[config.mk]
export PLATFORM = sky130hd
export DESIGN_NAME = drf_ctrl
export DESIGN_NICKNAME = d
export VERILOG_FILES = /design/src/hw/rtl/drf_pkg.sv /design/src/hw/rtl/drf_ctrl.sv
export SDC_FILE = /design/constraint.sdc
export NUM_CORES = 1
export LEC_CHECK = 0
export BUFFER_PORTS_ARGS = -buffer_cell sky130_fd_sc_hd__buf_2
export CAP_MARGIN = 0
export CORE_MARGIN = 10
export CORE_UTILIZATION = 24
export DETAILED_ROUTE_END_ITERATION = 10
export PLACE_DENSITY = 0.74
export REMOVE_ABC_BUFFERS = 1
export SETUP_SLACK_MARGIN = 0.4
export SYNTH_ARGS = -nofsm -noshare
export SYNTH_HDL_FRONTEND = slang
export SYNTH_SLANG_ARGS = --single-unit
export TNS_END_PERCENT = 100
[constraint.sdc]
create_clock -name i_clk -period 1.3 [get_ports i_clk]
set_input_delay 0.065 -clock i_clk [delete_from_list [all_inputs] [get_ports i_clk]]
set_output_delay 0.065 -clock i_clk [all_outputs]
set_load 0.03 [all_outputs]
[src/hw/rtl/drf_pkg.sv]
// shared types and constants for the route finder
package drf_pkg;

    localparam logic [1:0] REQ_LINK  = 2'd0;
    localparam logic [1:0] REQ_NODE  = 2'd1;
    localparam logic [1:0] REQ_QUERY = 2'd2;

    typedef struct packed {
        logic [1:0]  req_type;
        logic [3:0]  from_node;
        logic [3:0]  to_node;
        logic        link_present;
        logic        link_working;
        logic [23:0] link_cost;
        logic        node_working;
    } t_req;

    typedef struct packed {
        logic [3:0] path_node;
        logic [3:0] hop_index;
        logic       route_found;
        logic       last;
    } t_res;

    // controller to datapath commands
    typedef struct packed {
        logic clear;
        logic write_link;
        logic write_node;
        logic init;
        logic scan;
        logic settle;
        logic relax;
        logic walk;
        logic walk_step;
    } t_cmd;

    // datapath to controller status
    typedef struct packed {
        logic clear_done;
        logic scan_done;
        logic any;
        logic best_is_dst;
        logic relax_done;
        logic out_link;
        logic walk_done;
        logic bad_query;
    } t_sts;

endpackage

[src/hw/rtl/drf_ctrl.sv]
// request sequencer for writes, search and route output
module drf_ctrl import drf_pkg::*; (
    input  logic i_clk,
    input  logic i_rst_n,
    input  logic i_in_valid,
    input  t_req i_req,
    output logic o_in_ready,
    input  t_sts i_sts,
    output t_cmd o_cmd,
    input  logic i_out_free,
    output logic o_emit,
    output logic o_emit_fail,
    input  logic i_walk_last
);
    localparam logic [2:0] S_IDLE  = 3'd0;
    localparam logic [2:0] S_CHECK = 3'd1;
    localparam logic [2:0] S_SCAN  = 3'd2;
    localparam logic [2:0] S_RELAX = 3'd3;
    localparam logic [2:0] S_WALK  = 3'd4;
    localparam logic [2:0] S_EMIT  = 3'd5;
    localparam logic [2:0] S_CHECK_FAIL = 3'd6;
    localparam logic [2:0] S_CLEAR = 3'd7;

    logic [2:0] r_state, n_state;
    logic       w_take;

    assign o_in_ready = (r_state == S_IDLE);
    assign w_take     = i_in_valid && o_in_ready;

    always_comb begin
        n_state     = r_state;
        o_cmd       = '0;
        o_emit      = 1'b0;
        o_emit_fail = 1'b0;
        case (r_state)
            S_CLEAR: begin
                if (!i_sts.clear_done) o_cmd.clear = 1'b1;
                else n_state = S_IDLE;
            end
            S_IDLE: begin
                if (w_take) begin
                    case (i_req.req_type)
                        REQ_LINK:  o_cmd.write_link = 1'b1;
                        REQ_NODE:  o_cmd.write_node = 1'b1;
                        REQ_QUERY: begin
                            o_cmd.init = 1'b1;
                            n_state = S_CHECK;
                        end
                        default: ;
                    endcase
                end
            end
            S_CHECK: begin
                if (i_sts.bad_query) begin
                    if (i_out_free) begin
                        o_emit_fail = 1'b1;
                        n_state = S_IDLE;
                    end
                end else n_state = S_SCAN;
            end
            S_SCAN: begin
                if (!i_sts.scan_done) o_cmd.scan = 1'b1;
                else if (!i_sts.any || !i_sts.best_is_dst) begin
                    if (!i_sts.any) begin
                        if (i_out_free) begin
                            o_emit_fail = 1'b1;
                            n_state = S_IDLE;
                        end
                    end else begin
                        o_cmd.settle = 1'b1;
                        n_state = S_RELAX;
                    end
                end else begin
                    o_cmd.walk = 1'b1;
                    n_state = S_WALK;
                end
            end
            S_RELAX: begin
                o_cmd.relax = 1'b1;
                if (i_sts.relax_done) begin
                    if (i_sts.out_link) n_state = S_SCAN;
                    else n_state = S_CHECK_FAIL;
                end
            end
            S_WALK: begin
                if (!i_sts.walk_done) o_cmd.walk_step = 1'b1;
                else n_state = S_EMIT;
            end
            S_EMIT: begin
                if (i_out_free) begin
                    o_emit = 1'b1;
                    o_cmd.walk_step = 1'b1;
                    if (i_walk_last) n_state = S_IDLE;
                end
            end
            S_CHECK_FAIL: begin
                if (i_out_free) begin
                    o_emit_fail = 1'b1;
                    n_state = S_IDLE;
                end
            end
            default: n_state = S_IDLE;
        endcase
    end

    always_ff @(posedge i_clk) begin
        if (!i_rst_n) r_state <= S_CLEAR;
        else r_state <= n_state;
    end
endmodule

## Word level (Yosys, flattened, before mapping)

Index checks and enable logic that the tools add are counted.

| operators by class | value |
|---|---|
| eq/ne operators | 17 |
| muxes and demuxes | 39 |
| reduce and logical (&&, ||, !) cells | 7 |

Operators with widths:

| operator | number |
|---|---|
| 3-bit 2-to-1 mux | 15 |
| 3-bit case mux with 8 select lines | 1 |
| 1-bit 2-to-1 mux | 20 |
| 3-bit equality test, second input constant | 4 |
| 2-bit != test, second input constant | 6 |
| 8-bit AND reduction | 1 |
| 3-bit by 2-bit equality test with 1-bit output, second input constant | 2 |
| 2-bit by 1-bit != test with 1-bit output, second input constant | 2 |
| 3-bit by 1-bit equality test with 1-bit output, second input constant | 1 |
| 3-bit logical NOT | 1 |
| 1-bit case mux with 3 select lines | 1 |
| 2-bit by 1-bit equality test with 1-bit output, second input constant | 1 |
| 2-bit equality test, second input constant | 1 |
| 1-bit logical NOT | 2 |
| 2-bit logical NOT | 1 |
| 2-bit 2-to-1 mux | 1 |
| 1-bit case mux with 2 select lines | 1 |
| 1-bit logical AND | 1 |
| 1-bit logical OR | 1 |

| storage, ports and cells | value |
|---|---|
| register bits after elaboration | 3 |
| output and inout bits | 12 |
| logic and storage cells | 64 |

## Longest topological paths before layout

Gate-level depths: netlist of the first run.

| depth | value |
|---|---|
| word-level depth | 5 |
| mapped depth | 6 |
| gate-level depth less buffers | 4 |

## Least setup slack after synthesis of the first run

Ideal clock, no wire load.

| timing path | value |
|---|---|
| kind | flip-flop to output port |
| start | register r_state[2] |
| end | output port o_cmd[7] (netlist name) |
| arrival | 2.217 ns |
| slack | -0.982 ns |
| cell stages (with the launch flop) | 4 |
| cell sequence | dfxtp_1 > buf_2 > nor3_1 > nor4bb_1 |

RTL lines:

| item | RTL line | source |
|---|---|---|
| from (decl) | drf_ctrl.sv:24 | `logic [2:0] r_state, n_state;` |
| from (signal assigned) | drf_ctrl.sv:108 | `else r_state <= n_state;` |
| to (decl) | drf_ctrl.sv:9 | `output t_cmd o_cmd,` |

## Final worst setup path of the first run

| timing path | value |
|---|---|
| start | register r_state[1] |
| end | register r_state[1] |

| between the ends | value |
|---|---|
| longest elaborated chain between the ends | 5 |
| elaborated cells between the ends (all ways) | 24 |
| classes of those cells | eq/ne: 15; mux: 6; reduce/logical: 3 |

RTL lines:

| item | RTL line | source |
|---|---|---|
| 3-bit 2-to-1 mux (4 in series) | - |  |
| 3-bit case mux with 8 select lines | drf_ctrl.sv:35 | `case (r_state)` |

Parallel ways exist; a longest one is shown, timed or not. The select of a mux whose other input is x is not followed.
A chain may end at the register's enable or synchronous reset.

==> summary.txt, run 1 <==
Synth
  – Yosys reg bits: 3
  – Multiplexer share of the synthesized area: 0.0268
  – Mapped cell area: ~370 µm²
  – Compound-Gate Fraction of Synth Area: 0.255
  – Area leader, netlist: dfxtp_1
  – Most frequent cell after synthesis: nor2_1
  – FFs w/ async S/R, synth: 0
  – Area share of the largest cell type after synthesis: 0.161
  – Synth cell types: 30
  – Synthesized-area fraction occupied by adder cells: 0
  – Syn. warnings: 0
  – Main combinational cell family by area after synthesis: simple AND/OR/NAND/NOR gates
  – Top cells by area, synth: dfxtp_1 16%, nor2b_1 8.4%, nor2_1 6.0%
  – Syn avg cell area: ~7.0 µm²
  – Post-synth EDFFs: 0
  – Mapped Cells: 53
  – XOR/XNOR share of the synthesized area: 0
  – Sequential-to-total area share from yosys stat: 0.161
  – Synth top cells by count: 6 x nor2_1, 5 x nor2b_1, 4 x nand2_1
  – Top FF cell, synth: dfxtp_1
  – Post-Synth Simple-Gate Area: 0.497

Timing
  – F_max: 696 MHz
  – Slew headroom: 0.752
  – Setup TNS: -0.830 ns
  – Period utilization: 1.11
  – RSZ-0062 raised after global routing: true
  – Slew Viols, Final: 0
  – Fin. Hold Viols: 0
  – Hold_ws: 0.0367 ns
  – # setup viols final: 10
  – Minimum clock period: approximately 1.4 ns
  – Final worst setup slack: -0.137 ns
  – Fin Clk Skew: around 0.0023 ns
  – Slew @ Worst Pin: between 0.3 and 0.4 ns

Detailed routing
  – Final ANT Viol Nets: 0
  – Via density: 5.44
  – DRT iter0 DRCs: 6
  – Drt total wl: around 1800 µm
  – Drt wl/cell: roughly 16 µm
  – Pre-Repair DR Iteration Count: 5
  – Total vias in the final route: around 610
  – DRC Markers: 0

Worst setup path
  – Register-to-register setup slack: -0.14 ns
  – CP Launch Type: register
  – Crit path required time: around 1.5 ns
  – Crit-path cells: buf_6 > and2_4 > a32o_2 > or3_1 > nand4b_1
  – Slowest CP cell: dfxtp_4
  – Worst-path fanout max: 6
  – Crit end category: register
  – R2r endpoint: r_state[1]
  – Critical Path AT: around 1.6 ns
  – Worst r2r src: r_state[1]
  – WS Path Type: reg -> reg
  – Worst reg2reg path depth: 5
  – CP peak stage delay: 0.38 ns

Place
  – Placed insts: a little over 100
  – DP HPWL: approximately 1200 µm
  – Worst slack at placement: -0.165 ns
  – GPL Wtd Cong: approximately 0.81
  – PortBufs: 26

Clocking
  – Root Buffer: clkbuf_4
  – Clock net sink count: 3
  – TritonCTS Buffers: 3
  – Clock Pin Slew Worst Setup and Hold Paths: about 0.040 ns
  – CTS tree: built
  – Clock Latency Late Sink: 0.24 ns
  – H-tree Lvls: 1
  – Clock tree buffer depth: 2
  – # hold bufs at CTS: 0

Layout
  – Layout Cells excl Fill: approximately 110
  – Fillers: about 120
  – Multi-input gate area: 434 µm²
  – Biggest register: r_state
  – Ant. Diodes: 0
  – Sequential Area: 71.3 µm²
  – Final nets: ~150
  – Largest register FFs: 3
  – Fraction of layout cells with a size suffix above 1: 0.719
  – Biggest regs: r_state: 3 flops
  – Area Overhead vs Synth: 141%

Pwr
  – Pwr Density: 2290 nW/µm²
  – Worst vdd ir: approximately 1400 µV
  – Pleak: between 0.4 and 0.5 nW

Hold path
  – HP Class: in -> reg
  – Hold path cells: 2
  – Hold endpoint: r_state[2]
  – Hold_sp: i_rst_n

Outcome
  – Status: finished with violations
  – Failing checks: negative setup slack

GRT
  – First-pass GRT wire length: between 2000 and 3000 µm
  – Initial antenna violation count: 0
  – Vias in the first global route: between 600 and 700
  – GRT Residual Overflow: 0
  – Largest net degree at the start of global routing: 9
  – Total track usage: 0.105

Floorplanning
  – FP Rows: 14
  – Die area: between 3000 and 4000 µm²
  – Die extent in x: ~60 µm
  – Chip height: around 59 µm
  – I/O pins: 62
  – Core area: roughly 1500 µm²
  – Initial Utilization: 0.250

Run
  – # Max-Cap Violations: 0
-- worst max path at each step --
stage               slack (ns)  depth (start not counted)          to       start
global placement         -0.13                          4  r_state[1]  r_state[0]
global route             -0.19                          5  r_state[1]  r_state[2]
finish                   -0.14                          5  r_state[1]  r_state[1]
CTS                      -0.08                          5  r_state[1]  r_state[1]
floorplan                -1.04                          2    o_cmd[7]  r_state[0]
detailed placement       -0.17                          4  r_state[1]  r_state[0]
-- placed cells by master (no fill, tap or decap), types with 2 or more instances in the layout --
| cell | synthesis | routed |
|---|---|---|
| nand2_1 | 4 | 3 |
| buf_6 | 0 | 15 |
| o31ai_1 | 2 | 2 |
| nor4b_2 | 0 | 2 |
| clkbuf_4 | 0 | 3 |
| buf_2 | 3 | 15 |
| nor2b_4 | 0 | 4 |
| nor2_1 | 6 | 5 |
| buf_4 | 0 | 13 |
| dfxtp_4 | 0 | 3 |
-- layout make-up --
cell class,count,share of cell area
Sequential cell,3,0.0795
Multi-Input combinational cell,45,0.484
Inverter,1,0.00418
Clock buffer,4,0.0293
Timing Repair Buffer,43,0.381
Tap cell,16,0.0223
-- stage by stage --
step           cell area, µm²   util  total power (W)
2_1_floorplan             354      -         0.000746
3_3_place_gp              594  0.399          0.00115
3_5_place_dp              594  0.399          0.00118
4_1_cts                   822  0.552          0.00183
5_1_grt                   897  0.603          0.00220
6_report                  897  0.603          0.00206
-- report_power, final --
part           internal (W)  switching, W  total (W)
combinational      0.000859      0.000711    0.00157
sequential         0.000175      0.000146   0.000321
clock              0.000115     0.0000509   0.000166
total               0.00115      0.000908    0.00206
-- metal layers --
layer  global-route usage  vias up  wire length (µm)
met5                    0        -                 0
met4               0.0721        0                48
met3               0.0365        6                89
met2                0.175       20              1030
met1                0.105      291               643
li1                     -      292                 -
-- logic make-up after synthesis --
| group | Yosys count |
|---|---|
| and+or+nand+nor | 31 |
| AOI/OAI and AO/OA | 13 |
| buffers and inverters | 5 |
| DFF | 3 |
| muxes | 1 |
-- worst max-delay path, delay by kind of cell, from the launching register on --
| family | cells | cell delay [ns] |
|---|---|---|
| AO/OA/AOI/OAI | 1 | 0.26 |
| buffers and inverters | 1 | 0.13 |
| flip-flops | 1 | 0.38 |
| AND/OR/NAND/NOR | 3 | 0.59 |
-- repair_timing --
item,in CTS,in global routing
endpoints found under the setup margin,15,15
resized for setup,51,16
cloned,0,0
endpoints found under the hold margin,0,0
pin swaps,12,5
setup buffers,4,1
(Power assumes the default switching activity.)
==> run 2: changes to the inputs <==
CELL_PAD_IN_SITES_DETAIL_PLACEMENT = 2   (was not set)
CELL_PAD_IN_SITES_GLOBAL_PLACEMENT = 2   (was not set)
CORE_UTILIZATION = 10   (was 24)
PLACE_DENSITY = not set   (was 0.74)
PLACE_DENSITY_LB_ADDON = 0.1   (was not set)
==> run 2 against run 1 <==
The flow still finishes with violations (negative setup slack). Sequential power shrank 6%. Clock power increased by 66%. Clock skew increased by 0.0023 ns. Critical endpoint unchanged. Worst setup slack improved by 0.011 ns. Final cell count grew 29%. Global-route usage is 3.8 points lower. Utilization decreased by 35 points. First-iteration DRC count up 50%. Critical path depth shrank 1. Wire length rose by 21%. Power shrank 2.1%.
==> summary.txt, run 2 (synthesis results as in run 1) <==
Worst setup path
  – CP peak stage delay: 0.37 ns (about the same)
  – Worst r2r src: r_state[1]
  – Worst reg2reg path depth: 4 (-1)
  – CP Launch Type: register
  – Slowest CP cell: dfxtp_4
  – Crit end category: register
  – Register-to-register setup slack: -0.13 ns (about the same)
  – CP Capture Point: r_state[1]
  – Crit path required time: 1.45 ns (-0.02 ns)
  – Critical Path AT: 1.58 ns (-0.03 ns)
  – WS Path Type: reg -> reg
  – R2r endpoint: r_state[1]
  – Crit path from: r_state[1]
  – Crit-path cells: nor4b_2 > a221o_2 > or3_1 > nand4b_1
  – Worst-path fanout max: 6 (unchanged)

GRT
  – Vias in the first global route: 656 (-2.7%)
  – GRT Residual Overflow: 0 (unchanged)
  – Largest net degree at the start of global routing: 12 (+3)
  – Total track usage: 0.0667 (-0.0379)
  – Initial antenna violation count: 0 (unchanged)
  – First-pass GRT wire length: 3460 µm (+18%)

Timing
  – Minimum clock period: 1.43 ns (-0.0108 ns)
  – Final worst setup slack: -0.126 ns (+0.0108 ns)
  – Slew headroom: 0.761 (+0.00854)
  – RSZ-0062 raised after global routing: true
  – Slew Viols, Final: 0 (unchanged)
  – Slew @ Worst Pin: 0.354 ns (-0.0144 ns)
  – # setup viols final: 13 (+3)
  – F_max: 701 MHz (+0.75%)
  – Fin Clk Skew: 0.00467 ns (+0.00232 ns)
  – Period utilization: 1.10 (-0.00827)
  – Fin. Hold Viols: 0 (unchanged)

Floorplanning
  – Chip height: 81.1 µm (+36%)
  – Core area: 3630 µm² (+140%)
  – Die area: 6570 µm² (+86%)
  – FP Rows: 22 (+8)
  – I/O pins: 62 (unchanged)
  – Initial Utilization: 0.103 (-0.148)
  – Die extent in x: 81.1 µm (+36%)

Place
  – Placed insts: 136 (+32%)
  – Worst slack at placement: -0.247 ns (-0.0817 ns)
  – DP HPWL: 1720 µm (+41%)
  – GPL Wtd Cong: 0.678 (-16%)
  – PortBufs: 26 (unchanged)

Detailed routing
  – Via density: 4.13 (-24%)
  – Drt total wl: 2180 µm (+21%)
  – DRT iter0 DRCs: 9 (+3)
  – Drt wl/cell: 15.2 µm (-6.2%)
  – DRC Markers: 0 (unchanged)
  – Final ANT Viol Nets: 0 (unchanged)
  – Pre-Repair DR Iteration Count: 4 (-1)
  – Total vias in the final route: 595 (-2.3%)

Clocking
  – Clock net sink count: 3 (unchanged)
  – Clock Latency Late Sink: 0.22 ns (-0.02 ns)
  – Root Buffer: clkbuf_8
  – # hold bufs at CTS: 0 (unchanged)
  – TritonCTS Buffers: 3 (unchanged)
  – H-tree Lvls: 1 (unchanged)
  – Clock tree buffer depth: 2 (unchanged)
  – Clock Pin Slew Worst Setup and Hold Paths: 0.03 ns (about the same)
  – CTS tree: built

Layout
  – Fillers: 451 (+270%)
  – Biggest regs: r_state: 3 flops
  – Sequential Area: 71.3 µm² (unchanged)
  – Ant. Diodes: 0 (unchanged)
  – Area Overhead vs Synth: 149%
  – Layout Cells excl Fill: 144 (+29%)
  – Largest register FFs: 3 (unchanged)
  – Most frequent cells in the layout: 15 x buf_2, 15 x buf_6, 13 x buf_4
  – Fraction of layout cells with a size suffix above 1: 0.708 (-0.0104)
  – Biggest register: r_state
  – Final nets: 147 (unchanged)
  – Multi-input gate area: 405 µm² (-6.6%)

Pwr
  – NetSw: 0.000862 W (-5.1%)
  – Pwr Density: 2170 nW/µm² (-5.3%)
  – Internal Power: 0.00115 W (+0.27%)
  – Clock share of power: 0.137 (+0.056)
  – Gate power share: 0.713 (-0.050)
  – Pleak: 0.405 nW (-1.1%)
  – Worst vdd ir: 748 µV (-45%)
  – Sequential power share: 0.150 (-0.006)
  – Total Power: 0.00201 W (-2.1%)
  – Switching share of power: 0.428 (-0.0134)

Hold path
  – HP Class: in -> reg
  – Hold_sp: i_rst_n

Outcome
  – Failing checks: negative setup slack
  – Status: finished with violations

Run
  – # Max-Cap Violations: 0 (unchanged)
run 2: worst max-delay path: cells and delay by family (launching register included):
family / cells / cell delay, ns
AND/OR/NAND/NOR: 3 / 0.60
flip-flops: 1 / 0.37
AO/OA/AOI/OAI: 1 / 0.37
run 2: layout make-up:
type / instances / share of cell area
timing repair buffer: 43 / 0.368
multi-input combinational: 45 / 0.437
sequential: 3 / 0.0769
inverter: 1 / 0.00405
clock buffer: 4 / 0.0486
tap: 48 / 0.0648
run 2: worst min path at each step:
stage	endpoint	cells past startpoint
3_5_place_dp	r_state[0]	2
6_report	r_state[0]	2
2_1_floorplan	r_state[0]	1
5_1_grt	r_state[0]	2
4_1_cts	r_state[0]	2
3_3_place_gp	r_state[0]	2
run 2: metrics by stage:
| step | TNS, ns | hold WS [ns] | utilization | cell area, µm² |
|---|---|---|---|---|
| floorplan | -5.24 | 0.141 | - | 354 |
| global placement | -1.05 | 0.291 | 0.177 | 642 |
| detailed placement | -1.03 | 0.289 | 0.177 | 642 |
| CTS | -1.03 | 0.0752 | 0.236 | 857 |
| global route | -1.80 | 0.0778 | 0.255 | 927 |
| finish | -0.797 | 0.0658 | 0.255 | 927 |
run 2: routing by layer:
layer / track usage / routed length (µm)
met1: 0.0851 / 1020
met2: 0.104 / 1010
met3: 0.0221 / 132
met4: 0.0208 / 17
met5: 0 / 0
run 2: power by group through the flow:
stage | clock network, W | logic [W] | registers (W)
after floorplan | 0 | 0.000480 | 0.000266
after global placement | 0 | 0.00101 | 0.000226
after detailed placement | 0 | 0.00101 | 0.000230
after CTS | 0.000281 | 0.00137 | 0.000294
after global routing | 0.000289 | 0.00157 | 0.000322
final | 0.000276 | 0.00144 | 0.000302
run 2: repair_timing:
item                                    4_1_cts  5_1_grt
endpoints found under the setup margin       15       15
setup buffers                                 4        0
pin swaps                                     9        4
resized for setup                            46       16
